--- src/hdl/pli_pkg.sv ---
`default_nettype none
package pli_pkg;

  typedef enum logic [1:0] {
    OP_CLEAR  = 2'd0,
    OP_ADD    = 2'd1,
    OP_QUERY  = 2'd2,
    OP_NOP    = 2'd3
  } op_t;

  typedef enum logic [2:0] {
    ST_OK    = 3'd0,
    ST_FEW   = 3'd1,
    ST_BELOW = 3'd2,
    ST_ABOVE = 3'd3,
    ST_FULL  = 3'd4
  } status_t;

  // Sequencer states
  typedef enum logic [3:0] {
    S_IDLE,
    S_RD_LAST,   // read last x
    S_CHK_LAST,
    S_CHK_FIRST,
    S_SRCH,      // issue read at mid
    S_SRCH_W,    // compare mid
    S_RD_PAIR,   // read lo-1 and lo
    S_PAIR_W,
    S_DIV,
    S_INS_RD,    // read entry pos-1
    S_INS_W,     // compare / shift one entry
    S_DONE
  } state_t;

  // Request and reply between sequencer and divider
  typedef struct packed {
    logic        start;
    logic [63:0] num;
    logic [31:0] den;
  } div_req_t;

  typedef struct packed {
    logic        done;
    logic [31:0] quo;
  } div_rsp_t;

endpackage
`default_nettype wire

--- src/hdl/pli_mul.sv ---
`default_nettype none
// 33x32 magnitude product split into two 33x16 partials, one per phase
module pli_mul import pli_pkg::*; (
  input  wire logic        clk,
  input  wire logic        rst_n,
  input  wire logic        start,
  input  wire logic [32:0] a,
  input  wire logic [31:0] b,
  output logic             done,
  output logic [63:0] prod
);
  logic [1:0]  ph_r;
  logic [32:0] a_r;
  logic [31:0] b_r;
  logic [63:0] acc_r;
  logic [49:0] part;

  // low or high half of b per phase
  assign part = (ph_r == 2'd1) ? (a_r * {1'b0, b_r[15:0]})
                               : (a_r * {1'b0, b_r[31:16]});

  always_ff @(posedge clk) begin
    if (!rst_n) begin
      ph_r <= 2'd0;
    end else if (start) begin
      ph_r <= 2'd1;
    end else if (ph_r == 2'd1) begin
      ph_r <= 2'd2;
    end else if (ph_r == 2'd2) begin
      ph_r <= 2'd0;
    end
  end

  always_ff @(posedge clk) begin
    if (start) begin
      a_r   <= a;
      b_r   <= b;
      acc_r <= 64'd0;
    end else if (ph_r == 2'd1) begin
      acc_r <= {14'd0, part};
    end else if (ph_r == 2'd2) begin
      acc_r <= acc_r + {part[47:0], 16'd0};
    end
  end

  assign done = (ph_r == 2'd0) && !start;
  assign prod = acc_r;
endmodule
`default_nettype wire

--- config.mk ---
export PLATFORM = sky130hd
export DESIGN_NAME = pli_mul
export DESIGN_NICKNAME = d
export VERILOG_FILES = /design/src/hdl/pli_pkg.sv /design/src/hdl/pli_mul.sv
export SDC_FILE = /design/constraint.sdc
export NUM_CORES = 2
export LEC_CHECK = 0
export ABC_CLOCK_PERIOD_IN_PS = 14000
export BUFFER_PORTS_ARGS = -buffer_cell sky130_fd_sc_hd__buf_4
export CAP_MARGIN = 0
export CORE_UTILIZATION = 47
export DETAILED_ROUTE_END_ITERATION = 6
export PLACE_DENSITY = 0.6
export SETUP_SLACK_MARGIN = 0.02
export SLEW_MARGIN = 10
export SYNTH_ARGS = -nofsm -noshare
export SYNTH_HDL_FRONTEND = slang
export SYNTH_SLANG_ARGS = --single-unit
--- constraint.sdc ---
create_clock -name clk -period 14 [get_ports clk]
set_clock_uncertainty 0.1 [all_clocks]
set_input_delay 0.7 -clock clk [delete_from_list [all_inputs] [get_ports clk]]
set_output_delay 0.7 -clock clk [all_outputs]
set_load 0.03 [all_outputs]
==> results.toml <==
[grt]
grt_use_total_pct = 26.9
grt_pass1_wl_um = 185000
antenna_found_initial = 0
overflow = 0
grt_pass1_vias = 33500
grt_max_degree = 57

[timing]
period_needed_ns = 9.66
period_share_pct = 69.0
tightestPinTransition_ns = 0.902
tns_ns = 0
slew_headroom_pct = 39.9
rsz0062_at_grt = "no"
final_max_slew_viol_count = 0
hold_violations = 0
finalSetupViolCount = 0
max_freq_mhz = 104

[yosys]
synth_ff_type = "dfxtp_1"
syn_nets = 5998
syn_area_um2 = 41000
async_flop_share_pct = 0
seq_area_frac_synth_pct = 7.98
postSynthAreaPerCell_um2 = 8.59
synth_edf_count = 65
synthDistinctLibCells = 89
synth_commonest_cells = "inv_1, fa_1, nand2_1"
syn_inst = 4775
yosys.area.top_type = "fa_1"
ys.warnings.count = 0
yosys.cell_count.top_type = "inv_1"
synth_top_area_share_pct = 42.2
synth_top_cells_by_area = "fa_1, inv_1, ha_1"
synth-seq-cells = 131

[layout]
utilization_pct = 50.7
layout-drive-gt1-share_pct = 5.63
syn_to_final_growth_pct = 6.22
final_nets = 5952

[setup_path]
critPathBufInv = 5
critPathMaxStageDelay_ns = 0.56
crit_family = "adder cells"
path_max_fanout = 27
crit_arrival_ns = 10.02
path_depth = 33
reg2reg_depth = 33
start_kind = "register"
cpMostUsedCell = "fa_1"
path_class = "register to register"
slowest_stage = "edfxtp_1"
required_ns = 14.36
crit_path_end_kind = "register"

[clock_network]
postCtsSetupRepairBufs = 0
cts_tree = "yes"
numClockSinks = 131
clockRootBuffer = "clkbuf_16"
clkSlewWorstSetupHoldPaths_ns = 0.08
htree_levels = 4
ctsResizeCount = 0
cts-hold-fix-buffers = 0
clockBufferDepth = 2
clkLatencyLatePin_ns = 0.53
cts_made_buffers = 17

[detailed_routing]
wl_per_cell_um = 19.4
ant_nets = 0
via_per_inst = 5.42
num_vias = 31900
drc_errors = 0
drtIter0Drc = 1780
dr.pass1.iters = 5
drt_wl_total_um = 114000

[outcome]
status = "finished, final reports clean"

[floorplanning]
die_area_um2 = 88400
ioPinCount = 133
placementRows = 107
core_um2 = 85800
dieHeight_um = 297
start_util_pct = 47.8
die_width_um = 297

[worst_hold_path]
min_path_cells = 1
min_path_type = "primary input to register"

[job]
max_cap_violations = 0

[placed_design]
io_buffers = 132
gp_congestion = 0.924
hpwl_um = 88900
## routing by layer
layer	global-route usage, %	part of all wire (%)	vias to the layer above
li1	-	-	14400
met3	2.73	4.4	164
met4	9.81	3.5	0
met1	34.9	42	16500
met2	46.3	50	836
met5	0	0	-
## sequential cells by signal (all words and copies together), names as in the netlist
| signal | flops |
|---|---|
| prod | 64 |
| a_r | 33 |
| b_r | 32 |
| ph_r | 2 |
## area by class of cell
class	count	area, um2
well taps	1144	1430
fillers	8317	42300
clock inverters	14	146
flip-flops and latches	131	3270
diodes	1	2.50
inverters	1000	3750
repair buffers	204	1540
multi-input cells	3375	33000
clock buffers	18	450
## placed cells by master (no fill, tap or decap), types with 18 or more instances in the layout
master,netlist,routed
o211ai_1,19,19
a31oi_1,25,25
fa_1,864,864
nor3_1,31,31
a21o_1,69,69
and3_1,23,23
nand3_1,38,38
ha_1,291,289
edfxtp_1,65,65
a21oi_1,172,172
xor2_1,49,49
o21ai_1,23,23
o21ai_0,97,97
nand4_1,28,28
buf_4,1,203
nor2_1,114,114
nand2_1,837,837
clkbuf_16,0,18
inv_1,998,998
o21a_1,18,18
o21bai_1,22,22
a211oi_1,22,22
dfxtp_1,66,66
xnor2_1,72,72
and2_1,365,365
## worst paths after layout
path	from	to	slack, ns
max reg2reg	b_r[4]$_DFFE_PP_	prod[62]$_SDFFE_PP0P_	4.34
min	a[14]	a_r[14]$_DFFE_PP_	0.24
max	b_r[4]$_DFFE_PP_	prod[62]$_SDFFE_PP0P_	4.34
min reg2reg	prod[0]$_SDFFE_PP0P_	prod[0]$_SDFFE_PP0P_	0.36
## cells by family after synthesis
group | after synthesis | share of synthesized area [%]
xor+xnor | 121 | 2.58
buf+inv | 1269 | 11.7
simple gates | 1516 | 17.2
flops | 131 | 7.98
fa+ha+maj | 1155 | 51.1
mux | 16 | 0.391
compound gates | 567 | 9.05
## through the flow
step	hold WS [ns]	instance area (um2)	setup slack, ns	cells
2_1_floorplan	0.408	41000	5.74	4775
6_report	0.243	43500	4.34	5887
3_5_place_dp	0.355	42900	4.46	5854
3_3_place_gp	0.351	42900	4.60	5854
5_1_grt	0.225	43500	3.83	5886
4_1_cts	0.203	43500	4.43	5886
Power is not shown: default switching activity piles up to over one toggle a cycle in this logic, so the estimate is an artifact.
