<file path="config.mk">
export PLATFORM = sky130hd
export DESIGN_NAME = pli_div
export DESIGN_NICKNAME = d
export VERILOG_FILES = /design/src/hdl/pli_pkg.sv /design/src/hdl/pli_div.sv
export SDC_FILE = /design/constraint.sdc
export NUM_CORES = 1
export LEC_CHECK = 0
export ABC_CLOCK_PERIOD_IN_PS = 3100
export BUFFER_PORTS_ARGS = -buffer_cell sky130_fd_sc_hd__buf_2
export CAP_MARGIN = 25
export CORE_ASPECT_RATIO = 1.1
export CORE_UTILIZATION = 45
export CTS_CLUSTER_SIZE = 8
export DETAILED_ROUTE_END_ITERATION = 10
export HOLD_SLACK_MARGIN = 0.03
export PLACE_DENSITY = 0.79
export SLEW_MARGIN = 10
export SYNTH_ARGS = -nofsm -noshare
export SYNTH_HDL_FRONTEND = slang
export SYNTH_SLANG_ARGS = --single-unit
</file>
<file path="constraint.sdc">
create_clock -name clk -period 3.1 [get_ports clk]
set_clock_uncertainty 0.1 [all_clocks]
set_input_delay 0.31 -clock clk [delete_from_list [all_inputs] [get_ports clk]]
set_output_delay 0.31 -clock clk [all_outputs]
set_load 0.01 [all_outputs]
</file>
<file path="src/hdl/pli_pkg.sv">
`default_nettype none
package pli_pkg;

  typedef enum logic [1:0] {
    OP_CLEAR  = 2'd0,
    OP_ADD    = 2'd1,
    OP_QUERY  = 2'd2,
    OP_NOP    = 2'd3
  } op_t;

  typedef enum logic [2:0] {
    ST_OK    = 3'd0,
    ST_FEW   = 3'd1,
    ST_BELOW = 3'd2,
    ST_ABOVE = 3'd3,
    ST_FULL  = 3'd4
  } status_t;

  // Sequencer states
  typedef enum logic [3:0] {
    S_IDLE,
    S_RD_LAST,   // read last x
    S_CHK_LAST,
    S_CHK_FIRST,
    S_SRCH,      // issue read at mid
    S_SRCH_W,    // compare mid
    S_RD_PAIR,   // read lo-1 and lo
    S_PAIR_W,
    S_DIV,
    S_INS_RD,    // read entry pos-1
    S_INS_W,     // compare / shift one entry
    S_DONE
  } state_t;

  // Request and reply between sequencer and divider
  typedef struct packed {
    logic        start;
    logic [63:0] num;
    logic [31:0] den;
  } div_req_t;

  typedef struct packed {
    logic        done;
    logic [31:0] quo;
  } div_rsp_t;

endpackage
`default_nettype wire

</file>
<file path="src/hdl/pli_div.sv">
`default_nettype none
// Restoring divider, one quotient bit per cycle; only the low 32 quotient bits are returned
module pli_div import pli_pkg::*; (
  input  wire logic     clk,
  input  wire logic     rst_n,
  input  wire div_req_t req,
  output div_rsp_t      rsp
);
  logic [6:0]  cnt_r;
  logic [63:0] num_r;
  logic [31:0] den_r;
  logic [32:0] rem_r;
  logic        busy_r;
  logic        done_r;
  logic [32:0] trial;
  logic [32:0] shifted;

  assign shifted = {rem_r[31:0], num_r[63]};
  assign trial   = shifted - {1'b0, den_r};

  always_ff @(posedge clk) begin
    if (!rst_n) begin
      busy_r <= 1'b0;
      done_r <= 1'b0;
      cnt_r  <= 7'd0;
    end else begin
      done_r <= 1'b0;
      if (req.start) begin
        busy_r <= 1'b1;
        cnt_r  <= 7'd64;
      end else if (busy_r) begin
        cnt_r <= cnt_r - 7'd1;
        if (cnt_r == 7'd1) begin
          busy_r <= 1'b0;
          done_r <= 1'b1;
        end
      end
    end
  end

  // quotient bits shift into num_r from the bottom
  always_ff @(posedge clk) begin
    if (req.start) begin
      num_r <= req.num;
      den_r <= req.den;
      rem_r <= 33'd0;
    end else if (busy_r) begin
      if (!trial[32]) begin
        rem_r <= trial;
        num_r <= {num_r[62:0], 1'b1};
      end else begin
        rem_r <= shifted;
        num_r <= {num_r[62:0], 1'b0};
      end
    end
  end

  assign rsp.done = done_r;
  assign rsp.quo  = num_r[31:0];
endmodule
`default_nettype wire

</file>
==> run metrics <==
CP top delay family=compound AO/OA/AOI/OAI gates; reg2reg start=den_r[0]; initial core utilization=0.463; CP max stage cell=o311ai_4; P&R area growth vs syn=22.7%; Yosys cell types=63; worst hold path class=in -> reg; io pins=132; Critical Path AT=3290 ps; Setup Viol. Count Final=0; total CTS buffers=17; Core ar.=16400 µm²; number of global-route vias before repair=5743; pre-CTS setup slack=-14.6 ps; fin crit share=1.00; DIE AREA=17400 µm²; first-pass detailed-route iteration total=4; leakage power=3.86 nW; Placed Area=8270 µm²; Worst-Skew Late Latency=430 ps; initial DRC count=290; Seq cells post-synth=137; Max Cap Viol=0; GP Congestion=0.854; Post-synth EDFFs=96; diodes inserted=0; critical-path cell list=ha_2, fa_2, nand2b_4, a21oi_4, nand4_1, o2111ai_2, a21oi_4, o311ai_4, xnor2_4, buf_12, mux2i_2, a211oi_2; Synth Flop Type=edfxtp_1; worst path bufs/invs=1; maximum vdd drop=0.000435 V; Slew Limit Fails=0; sequential cell area fraction in the yosys report=0.487; Antenna Violating Nets Remaining=0; Worst slew margin=0.613; YS warnings=0; status=finished, final reports clean; Port Buffers=131; chip height=138 µm; nature of the critical path endpoint=flop; Synth async-reset ratio=0; max incr delay on CP=420 ps; TritonCTS Sinks=137; Mapped Cells=682; Pwr Density=595 nW/µm²; row count=49; clock transition at the registers of the reported paths=60 ps; reg2reg path depth=12; RSZ-0062 raised after global routing=yes; Reg2Reg Setup Slack=1 ps; cell mode on critical path=a21oi_4; via count=5532; TritonCTS clock tree=built; global-route usage over all layers=0.194; Die X=126 µm; Vias per Instance=5.33; final hold vios=0; grt total ovfl=0; pin count of the biggest net entering global routing=65; drt drc=0; dpl cells=966; Post-Synthesis Cell Area=7600 µm²; Post-DP HPWL=11500 µm; critical path peak fanout=8; Mapped Nets=816; min-delay src=req[32]; Final #Nets=954; CP required=3290 ps; initial antenna violation count=0; Bufs on Longest Clock Path=2; worst hold path depth=3; WL/cell=16.0 µm; Avg Cell Area, Syn=11.1 µm²; drt total wl=16600 µm; Tmin final=3100 ps; WHS Endpoint=num_r[0]; H-tree levels=4; crit path kind=reg -> reg; share of cells above drive strength 1=0.324; design area=9330 µm²; Setup crit start kind=flop; final setup margin=1.35 ps; Worst Max-Slew Pin Slew=580 ps; CTS Root Cell=clkbuf_16; reg2reg end=rem_r[14]; first-pass GRT wire length=26800 µm; Non-Filler Instances=1037; FMAX=0.323 GHz
[flip-flops by register name, indices dropped and copies added, names as in the netlist]
signal and count:
num_r 64, den_r 32, rem_r 32, cnt_r 7, busy_r 1, done_r 1
[how the worst max path moves through the flow]
stage	endpoint	slack, ps	start	cells after the start
after detailed placement	rem_r[29]	-10	num_r[63]	13
after CTS	rem_r[29]	20	num_r[63]	13
final	rem_r[14]	1	den_r[0]	12
after floorplan	rem_r[10]	100	num_r[63]	13
after global routing	rem_r[14]	-120	den_r[0]	12
after global placement	rem_r[5]	110	num_r[63]	13
[report_power, final]
group          switching (mW)  total [mW]  internal [mW]  leakage (nW)
Combinational           0.700        1.37          0.669          2.30
Clock                   0.863        1.91           1.05         0.272
Sequential              0.103        2.27           2.17          1.30
Total                    1.67        5.55           3.89          3.86
[cell usage after synthesis, types with 29 or more instances]
cell      number  share of area
a211oi_1      31          0.031
buf_4         35          0.035
edfxtp_1      96           0.38
dfxtp_1       41           0.11
nand2_1       40          0.020
mux2_2        63          0.093
inv_1         42          0.021
mux2i_1       29          0.038
nor2_1        55          0.027
a21oi_1       36          0.024
ha_1          34          0.056
[timing repair]
item                                    4_1_cts  5_1_grt
hold buffers                                 33        0
resized for setup                             0       15
endpoints found under the setup margin       24       31
buffers inserted                              0        3
pin swaps                                     1       24
gates cloned                                  0        3
endpoints found under the hold margin        33        0
[per-layer routing]
layer / vias up / share of wire / GRT usage
li1: 2731 / - / -
met1: 2606 / 0.42 / 0.228
met2: 173 / 0.50 / 0.332
met3: 22 / 0.068 / 0.0611
met4: 0 / 0.014 / 0.0729
met5: - / 0 / 0
[layout by cell type (no fill, tap or decap), types with 25 or more instances in the layout]
master,instances
ha_1,33
dlygate4sd3_1,33
a211oi_1,27
mux2_2,63
nor2_1,55
edfxtp_1,96
inv_1,41
a21oi_1,35
dfxtp_1,40
nand2_1,39
buf_2,130
mux2i_1,25
[cell families after synthesis]
logic type,share of synthesized area
flip-flops,0.487
XOR/XNOR,0.0428
adder cells (fa/ha/maj),0.0586
buffers and inverters,0.0701
multiplexers,0.132
AND/OR/NAND/NOR,0.0914
AO/OA/AOI/OAI,0.118
[worst reg2reg max path: stages, from the launching register on]
cell	delay (ps)
edfxtp_1	370
ha_2	200
fa_2	400
nand2b_4	170
a21oi_4	130
nand4_1	130
o2111ai_2	130
a21oi_4	120
o311ai_4	430
xnor2_4	260
buf_12	210
mux2i_2	240
a211oi_2	90
[stage by stage]
stage	TNS (ps)	power, mW	util	hold WS [ps]
5_1_grt	-2510	5.81	0.568	62.9
4_1_cts	0	5.49	0.557	45.0
6_report	0	5.55	0.568	63.8
2_1_floorplan	0	3.23	-	309
3_3_place_gp	0	3.48	0.503	374
3_5_place_dp	-41.5	3.51	0.503	388
[final cells by class]
cell class	instances	area, µm²
repair buffers	180	1210
clock inverters	15	134
flip-flops and latches	137	3700
fillers	1380	7110
inverters	43	161
well taps	204	255
clock buffers	17	425
multi-input cells	441	3430
No activity file was read; power rests on OpenSTA's default activity.
